===== src/rtl/core/bpf_pkg.sv =====
// ----------------------------------------------------------------------------
// bpf_pkg
// Shared types, constants and the controller/datapath interface of the
// Bezier path flattener.
// ----------------------------------------------------------------------------
package bpf_pkg;

   localparam int COORD_W          = 32;
   localparam int MAX_SEGMENTS_DEF = 64;
   localparam int SEG_CFG_W        = 7;
   localparam int CSR_IDX_W        = 1;
   localparam int KIND_W           = 2;

   localparam logic [CSR_IDX_W-1:0] CSR_SEGMENT_COUNT = 1'b0;
   localparam logic [CSR_IDX_W-1:0] CSR_CLOSE_AT_END  = 1'b1;

   localparam logic [SEG_CFG_W-1:0] SEG_CFG_RESET = 7'd16;

   typedef enum logic [2:0] {
      FUNC_MOVE  = 3'd0,
      FUNC_LINE  = 3'd1,
      FUNC_CUBIC = 3'd2,
      FUNC_QUAD  = 3'd3,
      FUNC_CLOSE = 3'd4,
      FUNC_END   = 3'd5
   } func_type;

   typedef enum logic [KIND_W-1:0] {
      KIND_CONT  = 2'd0,
      KIND_FIRST = 2'd1,
      KIND_MARK  = 2'd2
   } kind_type;

   typedef enum logic [2:0] {
      SRC_END,
      SRC_START,
      SRC_FIRST,
      SRC_CURVE,
      SRC_MARK
   } src_type;

   typedef enum logic [1:0] {
      PEN_HOLD,
      PEN_END,
      PEN_START
   } pen_op_type;

   typedef enum logic [3:0] {
      ST_IDLE,
      ST_DEC,
      ST_MPRE,
      ST_PT_END,
      ST_PT_START,
      ST_PT_FIRST,
      ST_MARK,
      ST_CLR,
      ST_WA,
      ST_WB,
      ST_MAC,
      ST_DVI,
      ST_DIV,
      ST_CPT
   } state_type;

   typedef struct packed {
      logic       load_req;
      logic       emit;
      src_type    src;
      logic       last;
      pen_op_type pen_op;
      logic       set_start;
      logic       clear_path;
      logic       init_curve;
      logic       wt_a;
      logic       wt_b;
      logic       mac_step;
      logic       div_init;
      logic       div_step;
      logic       seg_next;
   } ctl_cmd_type;

   typedef struct packed {
      logic [2:0] func;
      logic       open;
      logic       pen_eq_start;
      logic       first_eq_last;
      logic       close_at_end;
      logic       out_free;
      logic       mac_last;
      logic       div_done;
      logic       axis;
      logic       seg_last;
   } ctl_sts_type;

endpackage


===== src/rtl/core/bpf_ctrl.sv =====
// ----------------------------------------------------------------------------
// bpf_ctrl
// Command sequencer: walks each path command through its emit steps and,
// for curves, through weight, multiply-accumulate and divide steps.
// ----------------------------------------------------------------------------
module bpf_ctrl
   import bpf_pkg::*;
(
   input  logic        clock,
   input  logic        reset,
   input  logic        req_valid,
   output logic        req_ready,
   input  ctl_sts_type sts,
   output ctl_cmd_type cmd
);

   state_type state_ff, state_in;

   always_ff @(posedge clock) begin
      if (reset) begin
         state_ff <= ST_IDLE;
      end else begin
         state_ff <= state_in;
      end
   end

   assign req_ready = (state_ff == ST_IDLE);

   always_comb begin
      state_in = state_ff;
      unique case (state_ff)
         ST_IDLE: begin
            if (req_valid) state_in = ST_DEC;
         end
         ST_DEC: begin
            case (sts.func) inside
               FUNC_MOVE:  state_in = sts.open ? ST_MPRE : ST_PT_END;
               FUNC_LINE:  state_in = ST_PT_END;
               FUNC_CUBIC,
               FUNC_QUAD:  state_in = ST_WA;
               FUNC_CLOSE: begin
                  if (!sts.pen_eq_start) state_in = ST_PT_START;
                  else if (sts.open)     state_in = ST_MARK;
                  else                   state_in = ST_IDLE;
               end
               FUNC_END: begin
                  if (!sts.open) state_in = ST_CLR;
                  else if (sts.close_at_end && !sts.first_eq_last) state_in = ST_PT_FIRST;
                  else state_in = ST_MARK;
               end
               default:    state_in = ST_IDLE;
            endcase
         end
         ST_MPRE:     if (sts.out_free) state_in = ST_PT_END;
         ST_PT_END:   if (sts.out_free) state_in = ST_IDLE;
         ST_PT_START: if (sts.out_free) state_in = ST_MARK;
         ST_PT_FIRST: if (sts.out_free) state_in = ST_MARK;
         ST_MARK: begin
            if (sts.out_free) state_in = (sts.func == FUNC_END) ? ST_CLR : ST_IDLE;
         end
         ST_CLR:      state_in = ST_IDLE;
         ST_WA:       state_in = ST_WB;
         ST_WB:       state_in = ST_MAC;
         ST_MAC:      if (sts.mac_last) state_in = ST_DVI;
         ST_DVI:      state_in = ST_DIV;
         ST_DIV: begin
            if (sts.div_done) state_in = sts.axis ? ST_CPT : ST_MAC;
         end
         ST_CPT: begin
            if (sts.out_free) state_in = sts.seg_last ? ST_IDLE : ST_WA;
         end
         default:     state_in = ST_IDLE;
      endcase
   end

   always_comb begin
      cmd = '0;
      cmd.src    = SRC_MARK;
      cmd.pen_op = PEN_HOLD;
      unique case (state_ff)
         ST_IDLE: cmd.load_req = req_valid;
         ST_DEC: begin
            cmd.init_curve = (sts.func == FUNC_CUBIC) || (sts.func == FUNC_QUAD);
         end
         ST_MPRE: begin
            cmd.emit = sts.out_free;
            cmd.src  = SRC_MARK;
         end
         ST_PT_END: begin
            cmd.emit      = sts.out_free;
            cmd.src       = SRC_END;
            cmd.last      = 1'b1;
            cmd.pen_op    = PEN_END;
            cmd.set_start = (sts.func == FUNC_MOVE);
         end
         ST_PT_START: begin
            cmd.emit   = sts.out_free;
            cmd.src    = SRC_START;
            cmd.pen_op = PEN_START;
         end
         ST_PT_FIRST: begin
            cmd.emit = sts.out_free;
            cmd.src  = SRC_FIRST;
         end
         ST_MARK: begin
            cmd.emit = sts.out_free;
            cmd.src  = SRC_MARK;
            cmd.last = 1'b1;
         end
         ST_CLR:  cmd.clear_path = 1'b1;
         ST_WA:   cmd.wt_a       = 1'b1;
         ST_WB:   cmd.wt_b       = 1'b1;
         ST_MAC:  cmd.mac_step   = 1'b1;
         ST_DVI:  cmd.div_init   = 1'b1;
         ST_DIV:  cmd.div_step   = 1'b1;
         ST_CPT: begin
            cmd.emit     = sts.out_free;
            cmd.src      = SRC_CURVE;
            cmd.last     = sts.seg_last;
            cmd.pen_op   = sts.seg_last ? PEN_END : PEN_HOLD;
            cmd.seg_next = sts.out_free && !sts.seg_last;
         end
         default: cmd.src = SRC_MARK;
      endcase
   end

endmodule


===== config.mk =====
export PLATFORM = sky130hd
export DESIGN_NAME = bpf_ctrl
export DESIGN_NICKNAME = d
export VERILOG_FILES = /design/src/rtl/core/bpf_pkg.sv /design/src/rtl/core/bpf_ctrl.sv
export SDC_FILE = /design/constraint.sdc
export NUM_CORES = 1
export LEC_CHECK = 0
export ABC_AREA = 1
export BUFFER_PORTS_ARGS = -buffer_cell sky130_fd_sc_hd__buf_2
export CAP_MARGIN = 5
export CORE_MARGIN = 3
export CORE_UTILIZATION = 35
export CTS_CLUSTER_SIZE = 10
export DETAILED_ROUTE_END_ITERATION = 10
export PLACE_DENSITY = 0.65
export SETUP_SLACK_MARGIN = 0.02
export SYNTH_ARGS = -nofsm -noshare
export SYNTH_HDL_FRONTEND = slang
export SYNTH_SLANG_ARGS = --single-unit

===== constraint.sdc =====
create_clock -name clock -period 1.8 [get_ports clock]
set_input_delay 0.18 -clock clock [delete_from_list [all_inputs] [get_ports clock]]
set_output_delay 0.18 -clock clock [all_outputs]
set_load 0.01 [all_outputs]

==> results of run 1 <==
-- metal layers --
metal,global-route usage [%],vias to the layer above
li1,-,475
met4,4.30,0
met2,25.9,29
met5,0,-
met3,3.38,2
met1,21.2,384
-- synth_stat cells --
library cell   n
nand2_1       36
nor2_1        29
inv_1         23
nand3_1       17
a21oi_1        6
dfxtp_1        4
nor3_1         4
nand2_2        2
nand4_1        2
buf_6          1
inv_2          1
nand3b_1       1
o21ai_0        1
o22ai_1        1
or2_2          1
-- worst paths after layout --
check | startpoint | endpoint | cells after the start
worst min-delay path | reset | state_ff[1] | 2
worst max register to register | state_ff[3] | state_ff[2] | 9
worst max-delay path | state_ff[3] | cmd[11] | 7
worst min register to register | state_ff[2] | state_ff[2] | 2
-- power groups by stage --
stage | logic (mW) | clock network [mW] | registers (mW)
6_report | 0.582 | 0.108 | 0.173
5_1_grt | 0.648 | 0.120 | 0.182
4_1_cts | 0.569 | 0.110 | 0.167
3_5_place_dp | 0.567 | 0 | 0.168
3_3_place_gp | 0.565 | 0 | 0.166
2_1_floorplan | 0.434 | 0 | 0.146
-- cell type report --
| class | instances | area (sq um) |
|---|---|---|
| fill | 177 | 762 |
| inverter | 24 | 90.1 |
| multi-input combinational | 100 | 439 |
| tap | 16 | 20.0 |
| clock buffer | 3 | 22.5 |
| timing repair buffer | 32 | 160 |
| sequential | 4 | 82.6 |
-- kinds of logic after synthesis --
logic type / after synthesis
AOI/OAI and AO/OA: 8
buffers and inverters: 25
DFF: 4
and+or+nand+nor: 92
-- through the flow --
stage	setup slack (ns)	instance area (sq um)	hold WS (ns)	utilization (%)	instances
floorplan	0.419	611	0.249	-	129
global route	0.0673	815	0.158	51.7	179
finish	0.152	815	0.155	51.7	179
detailed placement	0.306	779	0.395	49.4	176
CTS	0.0586	802	0.155	50.9	179
global placement	0.367	779	0.394	49.4	176
==> results.json, run 1 <==
{
  "ant_nets": 0,
  "synthesis.nets": 144,
  "clkPwrFrac_pct": 12.5,
  "grt_pass1_vias": 677,
  "pwr-share-comb_pct": 67.4,
  "worstPathArrival_ns": 1.47,
  "setup_viol": 0,
  "largestRegisters": "state_ff x4",
  "via_per_inst": 4.97,
  "grt_pass1_wl_mm": 2.68,
  "synthMuxAreaShare_pct": 0,
  "drtPass1Iterations": 6,
  "path_clk_slew_ns": 0.04,
  "finalCritPeriodShare_pct": 91.6,
  "critPathBufInv": 3,
  "worstPathCellList": "inv_1, nand2_2, nor2_1, inv_1, nand2_1, or2_2, buf_2",
  "diodes": 0,
  "final_cell_mix": "34 x nand2_1, 32 x buf_2, 29 x nor2_1, 23 x inv_1, 17 x nand3_1",
  "layout.nets": 180,
  "syn_area_sq_um": 611,
  "start_util_pct": 38.7,
  "yosysWarnings": 0,
  "clock.fmax_mhz": 607,
  "syn_to_final_growth_pct": 33.4,
  "die_area_sq_mm": 0.00228,
  "std_cell_rows": 14,
  "drc": 0,
  "die_w_um": 47.8,
  "pwr-share-seq_pct": 20.1,
  "rsz0062_at_grt": "false",
  "synth_fa_ha_area_share_pct": 0,
  "place.gp.congestion": 0.885,
  "grt_antenna_before_repair": 0,
  "postCtsSetupRepairBufs": 0,
  "cts_buffer_depth": 2,
  "peakVddDrop_mv": 0.479,
  "synth-simple-area-share_pct": 63.5,
  "tns_ns": 0,
  "critPathMaxStageDelay_ns": 0.39,
  "final_max_slew_viol_count": 0,
  "wl_per_cell_um": 10.2,
  "status": "finished clean",
  "largest_reg_flops": 4,
  "synth_top_area_share_pct": 22.1,
  "synth_area_leaders": "nand2_1 22%, nor2_1 18%, inv_1 14%, nand3_1 14%, dfxtp_1 13%",
  "gr-usage-all-layers_pct": 15.9,
  "drt_iter0_drc": 15,
  "synth_cells": 129,
  "hold_viol": 0,
  "power_leakage_nw": 0.521,
  "io_pins": 33,
  "netSwitchingFraction_pct": 54.1,
  "maxCapViolations": 0,
  "r2r_slack_ns": 0.34,
  "fp.dieH_um": 47.8,
  "num_vias": 890,
  "synth_compound_area_share_pct": 6.76,
  "skew_ns": 0.000388,
  "cts.htree.levels": 1,
  "cts_hold_buf": 0,
  "route.met2.wl_um": 823,
  "layout_min_cycle_time_ns": 1.65,
  "highest_layer": "met4",
  "port_buffers": 32,
  "path_max_fanout": 5,
  "cts.repair.resized": 0,
  "total_power_mw": 0.863,
  "cts-root-buf": "clkbuf_4",
  "cts_buffers": 3,
  "synth_top_family_by_area": "simple AND/OR/NAND/NOR gates",
  "p_int_mw": 0.397,
  "overflow": 0,
  "required_ns": 1.62,
  "yosysTopAreaCell": "nand2_1",
  "start_kind": "flop",
  "synth-xor-area-share_pct": 0,
  "wl_met3_um": 104,
  "path_common_cell": "inv_1",
  "p_switching_mw": 0.467,
  "cpMaxStageDelayCell": "dfxtp_1",
  "layout-drive-gt1-share_pct": 27.0,
  "synth_cell_types": 15,
  "ys_seq_area_share_pct": 13.1,
  "syn_avg_cell_area_sq_um": 4.73,
  "hold_path_class": "in -> reg",
  "layout_commonest_cell": "nand2_1",
  "clk_latency_ns": 0.23,
  "core_sq_mm": 0.00158,
  "grt_max_degree": 10,
  "tritoncts": "done",
  "power-per-cell-area_mw_per_mm2": 1060,
  "cts_sinks": 4,
  "slew_headroom_pct": 78.6,
  "ys_seq_elements": 4,
  "routed_wl_mm": 1.83,
  "wl_met1_um": 880,
  "critPathKind": "reg -> out",
  "end_kind": "primary output",
  "crit_family": "simple AND/OR/NAND/NOR gates",
  "dp_hpwl_mm": 1.55,
  "regMostFlops": "state_ff",
  "worst_pin_slew_ns": 0.319
}
Power figures use the tool's default switching activity.
==> run 2: changes to the inputs <==
clock period = 1.9 ns   (was 1.8 ns; I/O delays follow)
==> results.json, run 2 (synthesis results as in run 1) <==
{
  "worstPathArrival_ns": 1.54,
  "maxCapViolations": 0,
  "wl_met3_um": 85,
  "die_w_um": 47.8,
  "cts_sinks": 4,
  "clock.fmax_mhz": 578,
  "place.gp.congestion": 0.885,
  "cts_buffer_depth": 2,
  "tritoncts": "done",
  "fin_util_pct": 51.0,
  "required_ns": 1.71,
  "peakVddDrop_mv": 0.500,
  "worst_pin_slew_ns": 0.317,
  "final_max_slew_viol_count": 0,
  "cts-root-buf": "clkbuf_4",
  "largest_reg_flops": 4,
  "start_util_pct": 38.7,
  "skew_ns": 0.00182,
  "overflow": 0,
  "die_area_sq_mm": 0.00228,
  "gr-usage-all-layers_pct": 16.3,
  "drc": 0,
  "highest_layer": "met4",
  "end_kind": "primary output",
  "std_cell_rows": 14,
  "wl_met1_um": 890,
  "fp.dieH_um": 47.8,
  "ant_nets": 0,
  "finalCritPeriodShare_pct": 91.1,
  "power-per-cell-area_mw_per_mm2": 1010,
  "path_max_fanout": 7,
  "rsz0062_at_grt": "false",
  "path_clk_slew_ns": 0.04,
  "wl_per_cell_um": 10.3,
  "via_per_inst": 4.88,
  "io_pins": 33,
  "layout.nets": 180,
  "drt_iter0_drc": 23,
  "p_int_mw": 0.370,
  "route.met2.wl_um": 829,
  "hold_viol": 0,
  "status": "finished clean",
  "grt_max_degree": 10,
  "port_buffers": 32,
  "layout-drive-gt1-share_pct": 24.5,
  "cts_hold_buf": 0,
  "num_vias": 873,
  "grt_pass1_vias": 685,
  "dp_hpwl_mm": 1.55,
  "grt_antenna_before_repair": 0,
  "setup_viol": 0,
  "netSwitchingFraction_pct": 54.2,
  "largestRegisters": "state_ff x4",
  "critPathKind": "reg -> out",
  "layout_commonest_cell": "nand2_1",
  "clk_latency_ns": 0.23,
  "pwr-share-comb_pct": 67.2,
  "final_cell_mix": "36 x nand2_1, 32 x buf_2, 29 x nor2_1, 23 x inv_1, 17 x nand3_1",
  "cts_buffers": 3,
  "drtPass1Iterations": 4,
  "diodes": 0,
  "core_sq_mm": 0.00158,
  "hold_path_class": "in -> reg",
  "routed_wl_mm": 1.84,
  "postCtsSetupRepairBufs": 0,
  "tns_ns": 0,
  "slew_headroom_pct": 78.8,
  "syn_to_final_growth_pct": 31.6,
  "layout_min_cycle_time_ns": 1.73,
  "cts.htree.levels": 1,
  "n_fill_cell": 182,
  "pwr-share-seq_pct": 19.9,
  "clkPwrFrac_pct": 12.9,
  "regMostFlops": "state_ff",
  "grt_pass1_wl_mm": 2.70,
  "power_leakage_nw": 0.520,
  "start_kind": "flop",
  "p_switching_mw": 0.437
}
[run 2: cell counts in the layout (fill, tap and decap cells not counted)]
Identical to the previous run, type by type.
[run 2: repair_timing]
item                                    4_1_cts  5_1_grt
hold endpoints to repair                      0        0
gates resized for setup                       0        1
endpoints found under the setup margin        0        2
[run 2: stage by stage]
stage | setup slack, ns | total power [mW] | hold slack (ns) | std cells | cell area [sq um]
floorplan | 0.509 | 0.549 | 0.259 | 129 | 611
global placement | 0.457 | 0.692 | 0.404 | 176 | 779
detailed placement | 0.398 | 0.696 | 0.402 | 176 | 779
CTS | 0.141 | 0.805 | 0.155 | 179 | 802
global route | 0.0688 | 0.882 | 0.166 | 179 | 803
finish | 0.170 | 0.807 | 0.160 | 179 | 803
[run 2: power groups by stage]
stage / combinational [mW] / sequential (mW) / clock (mW)
after CTS: 0.539 / 0.158 / 0.109
final: 0.542 / 0.161 / 0.104
after global routing: 0.602 / 0.169 / 0.112
after floorplan: 0.411 / 0.138 / 0
after detailed placement: 0.537 / 0.159 / 0
after global placement: 0.535 / 0.157 / 0
[run 2: layout make-up]
| type | count | area [sq um] | area share (%) |
|---|---|---|---|
| clock buffers | 3 | 22.5 | 2.80 |
| inverters | 24 | 90.1 | 11.2 |
| multi-input cells | 100 | 429 | 53.4 |
| flip-flops and latches | 4 | 81.3 | 10.1 |
| well taps | 16 | 20.0 | 2.49 |
| repair buffers | 32 | 160 | 19.9 |
[run 2: worst paths after layout]
kind               start          end  slack (ns)  cells after the start
max          state_ff[2]      cmd[11]        0.17                      7
min                reset  state_ff[1]        0.16                      2
max reg2reg  state_ff[3]  state_ff[2]        0.48                      9
min reg2reg  state_ff[3]  state_ff[3]        0.51                      2
[run 2: worst max-delay path, cell delays in order, from the launching register on]
cell and delay (ns):
dfxtp_1 0.43, inv_1 0.11, nand2_1 0.17, nor2_1 0.08, inv_1 0.07, nand2_1 0.06
or2_2 0.26, buf_2 0.14
[run 2: metal layers]
layer / track usage (%) / up-vias
met5: 0 / -
met4: 6.45 / 0
met3: 1.13 / 5
met2: 28.0 / 27
met1: 21.1 / 370
li1: - / 471
==> run 3: changes to the inputs <==
ABC_AREA = unset   (was 1)
PLACE_DENSITY = unset   (was 0.65)
PLACE_DENSITY_LB_ADDON = 0.1   (was unset)
==> results.json, run 3 <==
{
  "synth-main-ff-cell": "dfxtp_1",
  "drtPass1Iterations": 4,
  "yosysWarnings": 0,
  "end_kind": "primary output",
  "wl_per_cell_um": 12.9,
  "clock.fmax_mhz": 561,
  "status": "finished clean",
  "total_power_mw": 0.938,
  "grt_antenna_before_repair": 0,
  "num_vias": 879,
  "ys_seq_area_share_pct": 12.5,
  "required_ns": 1.71,
  "syn_area_sq_um": 643,
  "ys_async_sr_fraction_pct": 0,
  "place.gp.congestion": 0.840,
  "ant_nets": 0,
  "regMostFlops": "state_ff",
  "cts_sinks": 4,
  "start_kind": "flop",
  "dpl-instance-area_sq_um": 836,
  "tritoncts": "done",
  "yosysTopAreaCell": "dfxtp_1",
  "final_cell_mix": "32 x buf_2, 12 x nor2_1, 11 x nand2_1, 7 x nand3_1",
  "skew_ns": 0.000706,
  "setup_slack_ns": 0.119,
  "syn_to_final_growth_pct": 33.7,
  "finalCritPeriodShare_pct": 93.7,
  "tns_ns": 0,
  "power_leakage_nw": 0.412,
  "synth_most_common_cell": "nor2_1",
  "synthesis.nets": 116,
  "rsz0062_at_grt": "false",
  "die_area_sq_mm": 0.00239,
  "cts-root-buf": "clkbuf_4",
  "power-per-cell-area_mw_per_mm2": 1090,
  "final_max_slew_viol_count": 0,
  "io_pins": 33,
  "n_fill_cell": 167,
  "grt_pass1_vias": 752,
  "syn_avg_cell_area_sq_um": 6.37,
  "path_clk_slew_ns": 0.04,
  "cts_buffer_depth": 2,
  "dp_hpwl_mm": 1.59,
  "clk_latency_ns": 0.23,
  "peakVddDrop_mv": 0.517,
  "postLayoutCellArea_sq_um": 860,
  "grt_pass1_wl_mm": 3.35,
  "worstPathArrival_ns": 1.59,
  "critPathKind": "reg -> out",
  "core_sq_mm": 0.00161,
  "drt_iter0_drc": 39,
  "yosys-top-cells-count": "12 x nor2_1, 11 x nand2_1, 7 x nand3_1",
  "largest_reg_flops": 4,
  "fin_cells": 159,
  "gr-usage-all-layers_pct": 17.5,
  "cts_buffers": 3,
  "largestRegisters": "state_ff x4",
  "fp.dieH_um": 48.9,
  "routed_wl_mm": 2.06,
  "drc": 0,
  "synth_edf_count": 0,
  "start_util_pct": 39.9,
  "synth_cell_types": 38,
  "setup_viol": 0,
  "path_max_fanout": 9,
  "layout.nets": 152,
  "maxCapViolations": 0,
  "std_cell_rows": 14,
  "dpl_worst_slack_ns": 0.339,
  "cts.htree.levels": 1,
  "synth_area_leaders": "dfxtp_1 12%, nor2_1 7.0%, nand2_1 6.4%, nand2b_1 5.8%, nand3_1 5.4%",
  "hold_path_class": "in -> reg",
  "layout-drive-gt1-share_pct": 33.3,
  "synth_top_area_share_pct": 12.5,
  "via_per_inst": 5.53,
  "dp.cells": 156,
  "ys_seq_elements": 4,
  "layout_min_cycle_time_ns": 1.78,
  "synth_cells": 101,
  "die_w_um": 48.9,
  "hold_viol": 0,
  "layout_commonest_cell": "buf_2",
  "postCtsSetupRepairBufs": 0,
  "diodes": 0,
  "overflow": 0,
  "worst_pin_slew_ns": 0.385,
  "slew_headroom_pct": 74.1,
  "port_buffers": 32,
  "grt_max_degree": 14
}
[run 3: cell types whose count changed after synthesis, moves of 5 or more]
| cell | delta |
|---|---|
| nand2_1 | -25 |
| inv_1 | -17 |
| nor2_1 | -17 |
| nand3_1 | -10 |
| nand2b_1 | +6 |
| a31oi_1 | +5 |
[run 3: worst paths after layout]
kind	start	to	slack, ns	cells past startpoint
max reg2reg	state_ff[0]	state_ff[1]	0.33	5
min reg2reg	state_ff[1]	state_ff[1]	0.72	2
min	reset	state_ff[0]	0.22	2
max	state_ff[0]	cmd[0]	0.12	3
[run 3: what timing repair did]
item | 4_1_cts | 5_1_grt
endpoints found under the setup margin | 0 | 2
hold buffers | 0 | 0
resized for setup | 0 | 1
[run 3: layer usage]
| layer | global-route usage (%) | wire, um | share of wire [%] |
|---|---|---|---|
| met5 | 0 | 0 | 0 |
| met4 | 10.9 | 28 | 1.4 |
| met3 | 3.98 | 195 | 9.5 |
| met2 | 26.2 | 934 | 45 |
| met1 | 22.3 | 896 | 44 |
[run 3: cell type report]
cell class              count  area [sq um]  share of cell area, %
inverters                   6          22.5                   2.62
flip-flops and latches      4          81.3                   9.46
well taps                  24          30.0                   3.49
repair buffers             37           198                   23.0
multi-input cells          85           505                   58.8
clock buffers               3          22.5                   2.62
[run 3: cells by family after synthesis]
kind of cell / share of synthesized area [%]
and+or+nand+nor: 46.3
AOI/OAI and AO/OA: 28.0
buffers and inverters: 8.95
DFF: 12.5
xor gates and xnor gates: 2.72
muxes: 1.56
[run 3: per-stage QoR]
stage	hold slack (ns)	util, %
global placement	0.461	51.9
finish	0.218	53.3
floorplan	0.305	-
detailed placement	0.458	51.9
CTS	0.211	53.3
global route	0.220	53.3
[run 3: critical path, stage by stage, from the launching register on]
cell and delay [ns]:
dfxtp_1 0.49, nor2b_1 0.38, nor4bb_1 0.29, buf_2 0.19
[run 3: power breakdown]
part           total, mW  internal (mW)  switching [mW]  leakage, nW
registers          0.176          0.115          0.0606       0.0331
logic              0.656          0.268           0.388        0.365
clock network      0.107         0.0707          0.0359       0.0138
total              0.938          0.453           0.485        0.412
